<file path="src/design/ltt_pkg.sv">
// ----------------------------------------------------------------------------
// ltt_pkg: shared types and constants of the l-system turtle
// widths, opcodes, register indexes, status codes and the queued item format
// ----------------------------------------------------------------------------
package ltt_pkg;

  // branch stack size
  localparam int STACK_DEPTH = 32;
  localparam int STK_AW      = (STACK_DEPTH > 1) ? $clog2(STACK_DEPTH) : 1;
  localparam int STK_LW      = $clog2(STACK_DEPTH + 1);

  // field widths
  localparam int POS_W      = 32;
  localparam int DIR_W      = 16;
  localparam int STEP_W     = 31;
  localparam int TRIG_W     = 16;
  localparam int OP_W       = 4;
  localparam int STAT_W     = 2;
  localparam int CFG_IDX_W  = 3;
  localparam int CFG_DATA_W = 31;
  localparam int STK_W      = 3 * POS_W + 3 * DIR_W;

  // fixed-point rounding of q2.14 products
  localparam int FRAC_DIR = 14;
  localparam int HALF_LSB = 1 << (FRAC_DIR - 1);

  // decoupling queue between front and back
  localparam int Q_DEPTH = 2;
  localparam int Q_AW    = (Q_DEPTH > 1) ? $clog2(Q_DEPTH) : 1;
  localparam int Q_CW    = $clog2(Q_DEPTH + 1);

  // symbol opcodes
  localparam logic [OP_W-1:0] OP_FWD_DRAW  = 4'd0;
  localparam logic [OP_W-1:0] OP_FWD_MOVE  = 4'd1;
  localparam logic [OP_W-1:0] OP_TURN_POS  = 4'd2;
  localparam logic [OP_W-1:0] OP_TURN_NEG  = 4'd3;
  localparam logic [OP_W-1:0] OP_PITCH_POS = 4'd4;
  localparam logic [OP_W-1:0] OP_PITCH_NEG = 4'd5;
  localparam logic [OP_W-1:0] OP_ROLL_POS  = 4'd6;
  localparam logic [OP_W-1:0] OP_ROLL_NEG  = 4'd7;
  localparam logic [OP_W-1:0] OP_REVERSE   = 4'd8;
  localparam logic [OP_W-1:0] OP_PUSH      = 4'd9;
  localparam logic [OP_W-1:0] OP_POP       = 4'd10;
  localparam logic [OP_W-1:0] OP_BEGIN     = 4'd11;

  // configuration register indexes
  localparam logic [CFG_IDX_W-1:0] REG_STEP  = 3'd0;
  localparam logic [CFG_IDX_W-1:0] REG_X_COS = 3'd1;
  localparam logic [CFG_IDX_W-1:0] REG_X_SIN = 3'd2;
  localparam logic [CFG_IDX_W-1:0] REG_Y_COS = 3'd3;
  localparam logic [CFG_IDX_W-1:0] REG_Y_SIN = 3'd4;
  localparam logic [CFG_IDX_W-1:0] REG_Z_COS = 3'd5;
  localparam logic [CFG_IDX_W-1:0] REG_Z_SIN = 3'd6;

  // result status codes
  localparam logic [STAT_W-1:0] ST_POINT = 2'd0;
  localparam logic [STAT_W-1:0] ST_OVER  = 2'd1;
  localparam logic [STAT_W-1:0] ST_UNDER = 2'd2;

  // reset values
  localparam logic [STEP_W-1:0] STEP_RESET = 31'd65536;
  localparam logic [TRIG_W-1:0] TRIG_ONE   = 16'd16384;

  // decoded command classes
  typedef enum logic [2:0] {
    K_NOP,
    K_MOVE,
    K_ROT,
    K_REV,
    K_PUSH,
    K_POP,
    K_BEGIN
  } kind_t;

  typedef enum logic [1:0] {
    AX_X,
    AX_Y,
    AX_Z
  } axis_t;

  typedef struct packed {
    kind_t kind;
    logic  pen;
    logic  neg;
    axis_t axis;
  } cmd_t;

  // one queued item
  typedef struct packed {
    cmd_t                    cmd;
    logic signed [POS_W-1:0] sx;
    logic signed [POS_W-1:0] sy;
    logic signed [POS_W-1:0] sz;
    logic signed [DIR_W-1:0] dx;
    logic signed [DIR_W-1:0] dy;
    logic signed [DIR_W-1:0] dz;
  } item_t;

endpackage

</file>
<file path="src/design/ltt_front.sv">
// ----------------------------------------------------------------------------
// ltt_front: input side of the turtle
// accepts items, decodes the symbol into a command and queues it for the back
// ----------------------------------------------------------------------------
module ltt_front (
  input  logic                                clk,
  input  logic                                rst,
  input  logic                                in_valid,
  output logic                                in_stall,
  input  logic [ltt_pkg::OP_W-1:0]            opcode,
  input  logic signed [ltt_pkg::POS_W-1:0]    start_pos_x,
  input  logic signed [ltt_pkg::POS_W-1:0]    start_pos_y,
  input  logic signed [ltt_pkg::POS_W-1:0]    start_pos_z,
  input  logic signed [ltt_pkg::DIR_W-1:0]    start_dir_x,
  input  logic signed [ltt_pkg::DIR_W-1:0]    start_dir_y,
  input  logic signed [ltt_pkg::DIR_W-1:0]    start_dir_z,
  output logic                                q_valid,
  output ltt_pkg::item_t                      q_item,
  input  logic                                q_pop
);
  import ltt_pkg::*;

  item_t           q_mem [Q_DEPTH];
  logic [Q_AW-1:0] wr_ptr;
  logic [Q_AW-1:0] rd_ptr;
  logic [Q_CW-1:0] count;
  logic            accept;
  logic            pop_ok;

  // symbol decode
  function automatic cmd_t decode(input logic [OP_W-1:0] op);
    cmd_t c;
    c.kind = K_NOP;
    c.pen  = 1'b0;
    c.neg  = 1'b0;
    c.axis = AX_X;
    unique case (op)
      OP_FWD_DRAW: begin
        c.kind = K_MOVE;
        c.pen  = 1'b1;
      end
      OP_FWD_MOVE:  c.kind = K_MOVE;
      OP_TURN_POS:  c.kind = K_ROT;
      OP_TURN_NEG: begin
        c.kind = K_ROT;
        c.neg  = 1'b1;
      end
      OP_PITCH_POS: begin
        c.kind = K_ROT;
        c.axis = AX_Y;
      end
      OP_PITCH_NEG: begin
        c.kind = K_ROT;
        c.axis = AX_Y;
        c.neg  = 1'b1;
      end
      OP_ROLL_POS: begin
        c.kind = K_ROT;
        c.axis = AX_Z;
      end
      OP_ROLL_NEG: begin
        c.kind = K_ROT;
        c.axis = AX_Z;
        c.neg  = 1'b1;
      end
      OP_REVERSE: c.kind = K_REV;
      OP_PUSH:    c.kind = K_PUSH;
      OP_POP:     c.kind = K_POP;
      OP_BEGIN:   c.kind = K_BEGIN;
      default:    c.kind = K_NOP;
    endcase
    return c;
  endfunction

  function automatic logic [Q_AW-1:0] ptr_inc(input logic [Q_AW-1:0] p);
    return (p == Q_AW'(Q_DEPTH - 1)) ? '0 : p + Q_AW'(1);
  endfunction

  // handshake
  assign in_stall = (count == Q_CW'(Q_DEPTH));
  assign accept   = in_valid && !in_stall;
  assign q_valid  = (count != '0);
  assign pop_ok   = q_pop && q_valid;
  assign q_item   = q_mem[rd_ptr];

  // queue storage
  always_ff @(posedge clk) begin
    if (accept) begin
      q_mem[wr_ptr] <= '{cmd: decode(opcode),
                         sx: start_pos_x, sy: start_pos_y, sz: start_pos_z,
                         dx: start_dir_x, dy: start_dir_y, dz: start_dir_z};
    end
  end

  // queue pointers and fill count
  always_ff @(posedge clk) begin
    if (rst) begin
      wr_ptr <= '0;
      rd_ptr <= '0;
      count  <= '0;
    end else begin
      if (accept) begin
        wr_ptr <= ptr_inc(wr_ptr);
      end
      if (pop_ok) begin
        rd_ptr <= ptr_inc(rd_ptr);
      end
      unique case ({accept, pop_ok})
        2'b10:   count <= count + Q_CW'(1);
        2'b01:   count <= count - Q_CW'(1);
        default: count <= count;
      endcase
    end
  end

endmodule

</file>
<file path="config.mk">
export PLATFORM = sky130hd
export DESIGN_NAME = ltt_front
export DESIGN_NICKNAME = d
export VERILOG_FILES = /design/src/design/ltt_pkg.sv /design/src/design/ltt_front.sv
export SDC_FILE = /design/constraint.sdc
export NUM_CORES = 1
export LEC_CHECK = 0
export ABC_CLOCK_PERIOD_IN_PS = 4600
export BUFFER_PORTS_ARGS = -buffer_cell sky130_fd_sc_hd__clkbuf_2
export CORE_AREA = 2 2 158 160
export CTS_CLUSTER_SIZE = 24
export DETAILED_ROUTE_END_ITERATION = 10
export DIE_AREA = 0 0 160 162
export PLACE_DENSITY = 0.75
export RECOVER_POWER = 50
export SYNTH_ARGS = -nofsm -noshare
export SYNTH_HDL_FRONTEND = slang
export SYNTH_SLANG_ARGS = --single-unit
</file>
<file path="constraint.sdc">
create_clock -name clk -period 4.6 [get_ports clk]
set_clock_uncertainty 0.1 [all_clocks]
set_input_delay 0.69 -clock clk [delete_from_list [all_inputs] [get_ports clk]]
set_output_delay 0.69 -clock clk [all_outputs]
set_load 0.01 [all_outputs]
</file>
==> summary.txt, run 1 <==
STA
  • Rel. slew slack: -0.351
  • Final worst path period share: 0.695
  • Worst hold slack: between 0.2 and 0.25 ns
  • RSZ-0062 raised after global routing: false
  • Worst Max-Slew Pin Slew: around 2.0 ns
  • Post-route setup TNS: 0 ns
  • Pins Over Slew Limit: 40
  • Final hold vios: 0
  • Final number of setup-violating endpoints: 0
  • F_max: 313 MHz
  • Setup WS post-layout: 1.40 ns
  • Minimum period implied by the final worst setup slack: 3.20 ns

Clocking
  • Clock Tree Root: clkbuf_16
  • Reg clk slew, reported paths: 0.06 ns
  • Worst skew pair latency: 0.53 ns
  • Hold_buf cts: 0
  • Post-CTS Setup Inserts: 0
  • # clock sinks: 307
  • Total CTS buffers: 30
  • Max Root-Sink Buffers: 3
  • CTS tree: done
  • H-tree levels: 1
  • Post-CTS sizing: 0

Placed design
  • HPWL after DPL: between 10 and 15 mm
  • RD Place Congestion: ~0.73
  • IO buf count: a little over 300
  • Placement Setup Slack: 1.95 ns

GRT
  • First-pass GRT wire length: 31.4 mm
  • Vias in the first global route: between 5k and 6k
  • Largest net degree at the start of global routing: 152
  • GRT Util Overall: 0.154
  • Global route total overflow: 0
  • Initial antenna violation count: 0

Critical path
  • R2R setup slack: 1.47 ns
  • CP max stage delay: 0.81 ns
  • Crit Path Category: flop to output pin
  • CP Data Arrival Time: between 2 and 2.5 ns
  • R2R depth: 3
  • Worst path top cell family by delay: flip-flops
  • Slowest cell on crit path: dfxtp_4
  • R2R Path Start: count[0]
  • Buffers & Inverters on Critical Path: 2
  • Startpoint Class: flop
  • Crit path required time: approximately 3.8 ns
  • FF-to-FF End: q_mem[1][131]
  • Crit end category: output pin
  • Crit-path cells: buf_4, mux2_2, clkbuf_2
  • Worst Path Max Fanout: 52

Routing
  • Final wirelength: about 21 mm
  • Number of vias per cell: slightly below 5
  • Antenna viol nets, final: 0
  • First drt pass iteration count: 6
  • Iter 0 DRT Violations: approximately 300
  • Routed length per instance: 17.6 µm
  • DRC viols: 0
  • Vias post-DR: 5,755

Yosys
  • Yosys top cell area share: 0.810
  • Synth Cell Area: 11,200 µm²
  • Mean Syn Cell Area: 22.0 µm²
  • Top FF cell, synth: edfxtp_1
  • Synth top area cells: edfxtp_1, mux2_2, dfxtp_1
  • Synthesis-stage register bit count: 307
  • Post-synth EDFFs: roughly 300
  • Post-synthesis sequential area ratio: 0.819
  • Syn nets: around 660
  • Synth top cells by count: edfxtp_1, mux2_2, buf_4
  • Count leader, synth: edfxtp_1
  • Syn Inst Count: 509
  • Area leader, netlist: edfxtp_1
  • Yosys Warn Count: 0
  • FFs w/ async S/R, synth: 0
  • Number of distinct library cells after synthesis: 26

Worst hold path
  • Cells on Worst Hold Path: 1
  • Hold path endpoint: q_mem[0][63]
  • Hold_sp: start_pos_z[15]
  • Worst hold path class: primary input to flop

Pwr
  • Power per standard cell area: roughly 560 nW/µm²
  • Max VDD drop: 0.378 mV
  • P_leak: 0.00496 µW

Cells and area
  • Nets@finish: 987
  • Filler cell count in the final layout: 1,893
  • Synthesis-to-layout area growth: 23.8%
  • Share of cells above drive strength 1: 0.477
  • Area of the multi-input gates: 1900 µm²
  • N_diodes: 0
  • Register area: 9170 µm²

Floorplanning
  • IO Count: 305
  • Cell row count: 57
  • Chip Width: ~160 µm
  • Initial Utilization: 0.464
  • Die Ht: 162 µm
  • Die area: 25,900 µm²
  • Core area: 24,100 µm²

Status
  • Status: complete, but fails checks
  • Failing checks: capacitance limit, slew limit

Job
  • Max-Cap Viols: 1
layout by cell type (no fill, tap or decap), types with 3 or more instances in the layout:
cell / instances
mux2_2: 151
clkinv_2: 6
nor3b_1: 3
buf_12: 3
clkbuf_1: 103
edfxtp_1: 302
clkbuf_2: 206
clkinv_1: 7
buf_4: 3
clkbuf_16: 31
nor2_1: 6
dfxtp_1: 4
o21ai_0: 3
where the power goes:
part           internal [µW]  leakage (µW)  switching, µW
clock network           1230      0.000437            962
logic                    879       0.00165           1000
registers               3540       0.00287            151
total                   5640       0.00496           2110
through the flow:
stage / cell area (µm²) / instances / power (µW) / utilization
finish: 13900 / 1179 / 7750 / 0.575
global route: 13900 / 1179 / 8110 / 0.575
CTS: 14000 / 1179 / 7880 / 0.580
detailed placement: 13100 / 1126 / 5670 / 0.544
global placement: 13100 / 1126 / 5630 / 0.544
floorplan: 11200 / 509 / 4940 / -
per-layer routing:
layer,track usage,vias to the layer above,share of wire
li1,-,2674,-
met1,0.190,2829,0.39
met2,0.264,221,0.50
met3,0.0467,31,0.083
met4,0.0446,0,0.021
met5,0,-,0
how the worst max path moves through the flow:
stage | start | end | cells past startpoint
finish | flop | q_item[84] | 3
global route | count[0] | q_mem[1][80] | 3
CTS | flop | q_item[84] | 3
detailed placement | flop | q_item[150] | 3
global placement | flop | q_item[150] | 3
floorplan | in_valid | q_mem[0][0] | 3
area by class of cell:
cell class,instances,share of cell area
inverter,3,0.00108
tap,324,0.0293
sequential,307,0.662
clock buffer,37,0.0576
clock inverter,16,0.00596
multi-input combinational,182,0.137
timing repair buffer,310,0.107
flip-flops by register name, indices dropped and copies added (netlist names), named ones only:
register and cells:
count 2, q_mem 302, rd_ptr 1, wr_ptr 1
kinds of logic after synthesis:
family	synth area share
buffers and inverters	0.0112
muxes	0.152
DFF	0.819
and+or+nand+nor	0.00984
xor gates and xnor gates	0.00235
AOI/OAI and AO/OA	0.00458
adders and majority gates	0.00112
No activity file was read; power rests on OpenSTA's default activity.
==> inputs of run 2 (changes only) <==
--- a/config.mk
+++ b/config.mk
@@ -5,13 +5,14 @@
 export SDC_FILE = /design/constraint.sdc
 export NUM_CORES = 1
 export LEC_CHECK = 0
-export ABC_CLOCK_PERIOD_IN_PS = 4600
+export ABC_AREA = 1
+export ABC_CLOCK_PERIOD_IN_PS = 3300
 export BUFFER_PORTS_ARGS = -buffer_cell sky130_fd_sc_hd__clkbuf_2
-export CORE_AREA = 2 2 158 160
+export CORE_AREA = 2 2 151 153
 export CTS_CLUSTER_SIZE = 24
 export DETAILED_ROUTE_END_ITERATION = 10
-export DIE_AREA = 0 0 160 162
-export PLACE_DENSITY = 0.75
+export DIE_AREA = 0 0 153 155
+export PLACE_DENSITY = 0.8
 export RECOVER_POWER = 50
 export SYNTH_ARGS = -nofsm -noshare
 export SYNTH_HDL_FRONTEND = slang
==> constraint.sdc (replaced) <==
create_clock -name clk -period 3.3 [get_ports clk]
set_clock_uncertainty 0.1 [all_clocks]
set_input_delay 0.495 -clock clk [delete_from_list [all_inputs] [get_ports clk]]
set_output_delay 0.495 -clock clk [all_outputs]
set_load 0.01 [all_outputs]
==> run 2 against run 1 <==
Against the previous run:
- the flow now finishes without violations
- cell count shrank 1.4%
- worst setup slack got worse by 0.77 ns
- synthesized area increased by 3.5%
- flip-flop and latch count is the same
- hold slack got worse by 0.20 ns
- synthesized cell count grew 3.5%
- largest cell class unchanged
- critical endpoint is now q_item[20]
==> summary.txt, run 2 <==
Status
  • Status: finished clean

Floorplanning
  • IO Count: 305 (unchanged)
  • Chip Width: 153 µm (-4.4%)
  • Cell row count: 55 (-3.5%)
  • Die Ht: 155 µm (-4.3%)
  • Core area: 22,200 µm² (-7.8%)
  • Initial Utilization: 0.521 (+0.0567)
  • Die area: 23,700 µm² (-8.5%)

Yosys
  • Synth Cell Area: 11,600 µm² (+3.5%)
  • Top FF cell, synth: edfxtp_1
  • Syn Inst Count: 527 (+3.5%)
  • Synth top cells by count: edfxtp_1, mux2_4, mux2_2
  • Area leader, netlist: edfxtp_1
  • Yosys Warn Count: 0 (unchanged)
  • Post-synthesis sequential area ratio: 0.792 (-0.0275)
  • Synth top area cells: edfxtp_1, mux2_4, mux2_2
  • Count leader, synth: edfxtp_1
  • Number of distinct library cells after synthesis: 17 (-35%)
  • Syn nets: 680 (+2.7%)
  • Mean Syn Cell Area: 22.0 µm² (about the same)
  • Yosys top cell area share: 0.783 (-0.0272)
  • FFs w/ async S/R, synth: 0 (unchanged)
  • Post-synth EDFFs: 302 (unchanged)
  • Synthesis-stage register bit count: 307 (unchanged)

STA
  • Final worst path period share: 0.808
  • Pins Over Slew Limit: 0 (-100%)
  • Final hold vios: 0 (unchanged)
  • Rel. slew slack: 0.109 (+0.460)
  • Worst Max-Slew Pin Slew: 1.34 ns (-0.690 ns)
  • RSZ-0062 raised after global routing: false
  • Minimum period implied by the final worst setup slack: 2.67 ns
  • Final number of setup-violating endpoints: 0 (unchanged)
  • Post-route setup TNS: 0 ns (unchanged)
  • F_max: roughly 370 MHz

Job
  • Max-Cap Viols: 0 (-1)

Placed design
  • IO buf count: 304 (unchanged)
  • RD Place Congestion: 0.717 (-2.1%)
  • HPWL after DPL: 14.0 mm (+3.9%)

Cells and area
  • Synthesis-to-layout area growth: 22.8%
  • Nets@finish: 1,006 (+1.9%)
  • Largest regs: q_mem: 302 flops, count: 2 flops
  • Area of the multi-input gates: 2230 µm² (+17%)
  • Filler cell count in the final layout: 1,582 (-16%)
  • Most frequent cells in the layout: edfxtp_1, clkbuf_2, clkbuf_1, mux2_4, mux2_2
  • Commonest non-fill, non-tap cell in the layout: edfxtp_1
  • Post-route core utilization: 0.640 (+0.0653)
  • Number of flip-flops in the largest register: 302 (unchanged)
  • Reg with most FFs: q_mem
  • Share of cells above drive strength 1: 0.475 (-0.00176)
  • Register area: 9170 µm² (about the same)

Clocking
  • Worst skew pair latency: 0.54 ns (about the same)
  • Hold_buf cts: 0 (unchanged)
  • # clock sinks: 307 (unchanged)
  • Max Root-Sink Buffers: 3 (unchanged)
  • Clock Tree Root: clkbuf_16
  • Post-CTS sizing: 0 (unchanged)
  • Total CTS buffers: 30 (unchanged)
  • H-tree levels: 1 (unchanged)
  • Reg clk slew, reported paths: 0.06 ns (about the same)
  • Post-CTS Setup Inserts: 0 (unchanged)
  • CTS tree: done

Routing
  • First drt pass iteration count: 4 (-2)
  • Vias post-DR: 5,863 (+1.9%)
  • Number of vias per cell: 5.05 (+3.4%)
  • Antenna viol nets, final: 0 (unchanged)
  • Final wirelength: 20.8 mm (+0.17%)
  • Routed length per instance: 17.9 µm (+1.6%)
  • Iter 0 DRT Violations: 357 (+18%)
  • DRC viols: 0 (unchanged)

Critical path
  • Worst path top cell family by delay: buffers and inverters
  • CP Data Arrival Time: 2.07 ns (-0.34 ns)
  • Buffers & Inverters on Critical Path: 2 (unchanged)
  • Startpoint Class: flop
  • Worst Path Max Fanout: 45 (-13%)
  • Slowest cell on crit path: buf_4
  • Crit end category: output pin
  • Crit Path Category: flop to output pin
  • Crit path required time: 2.70 ns (-1.11 ns)
  • CP max stage delay: 0.60 ns (-0.21 ns)
  • Crit-path cells: buf_4, mux2_2, clkbuf_2
  • R2R setup slack: 0.89 ns (-0.58 ns)

GRT
  • Global route total overflow: 0 (unchanged)
  • First-pass GRT wire length: 31.3 mm (-0.22%)
  • Initial antenna violation count: 1 (+1)
  • Largest net degree at the start of global routing: 107 (-30%)
  • GRT Util Overall: 0.168 (+0.0146)
  • Vias in the first global route: 5,912 (-0.57%)

Pwr
  • Total power: 9960 µW (+29%)
  • Power per standard cell area: 700 nW/µm² (+25%)
  • Max VDD drop: 0.449 mV (+19%)
  • P_leak: 0.00536 µW (+8.0%)

Worst hold path
  • Worst hold path class: primary input to flop
## run 2: changes by cell type in the layout (fill, tap and decap cells not counted), moves of 3 or more
cell      before  now
mux2_2       151   61
mux2_4         0   90
nand2_1        1   10
inv_1          2   10
nor2_1         6   14
clkinv_2       6    9
nor3b_1        3    0
## run 2: power by group
group / switching (µW) / leakage [µW] / internal [µW]
clock: 1330 / 0.000456 / 1790
combinational: 1030 / 0.00203 / 940
sequential: 103 / 0.00287 / 4780
## run 2: routing by layer
metal	wire (µm)	vias up	share of wire	GRT usage
met4	531	0	0.026	0.0534
met3	1860	44	0.090	0.0540
met5	0	-	0	0
met1	8000	2842	0.38	0.204
li1	-	2713	-	-
met2	10400	264	0.50	0.289
## run 2: worst paths after layout
kind,cells past startpoint,end,from
worst max-delay path,3,q_item[20],flop
worst min register to register,2,rd_ptr,rd_ptr
worst min-delay path,1,q_mem[0][17],start_dir_y[1]
worst max register to register,5,q_mem[1][117],count[0]
## run 2: kinds of logic (layout without fill, tap and decap cells)
group | Yosys count | in the layout | synth area share
DFF | 307 | 307 | 0.792
muxes | 151 | 151 | 0.176
buffers and inverters | 31 | 379 | 0.0178
and+or+nand+nor | 30 | 30 | 0.0102
AOI/OAI and AO/OA | 6 | 6 | 0.00270
adders and majority gates | 1 | 1 | 0.00108
xor gates and xnor gates | 1 | 1 | 0.000756
other | 0 | 2 | 0
## run 2: final cells by class
class / instances / share of cell area
Antenna cell: 2 / 0.000352
Inverter: 13 / 0.00405
Sequential cell: 307 / 0.645
Timing Repair Buffer: 312 / 0.105
Multi-Input combinational cell: 189 / 0.156
Clock inverter: 17 / 0.00800
Tap cell: 285 / 0.0251
Clock buffer: 37 / 0.0561
## run 2: worst reg2reg max path, delay by kind of cell (launching register included)
kind                   cells  cell delay, ns
DFF                        1            0.41
and+or+nand+nor            3            0.36
buffers and inverters      2            1.04
## run 2: metrics by stage
stage / setup slack, ns / hold slack (ns) / instance area, µm² / cells
after floorplan: -0.123 / 0.365 / 11600 / 527
after global placement: 1.13 / 0.377 / 13500 / 1106
after detailed placement: 1.09 / 0.401 / 13500 / 1106
after CTS: 0.585 / 0.0142 / 14400 / 1160
after global routing: 0.521 / 0.0154 / 14200 / 1160
final: 0.632 / 0.0388 / 14200 / 1162
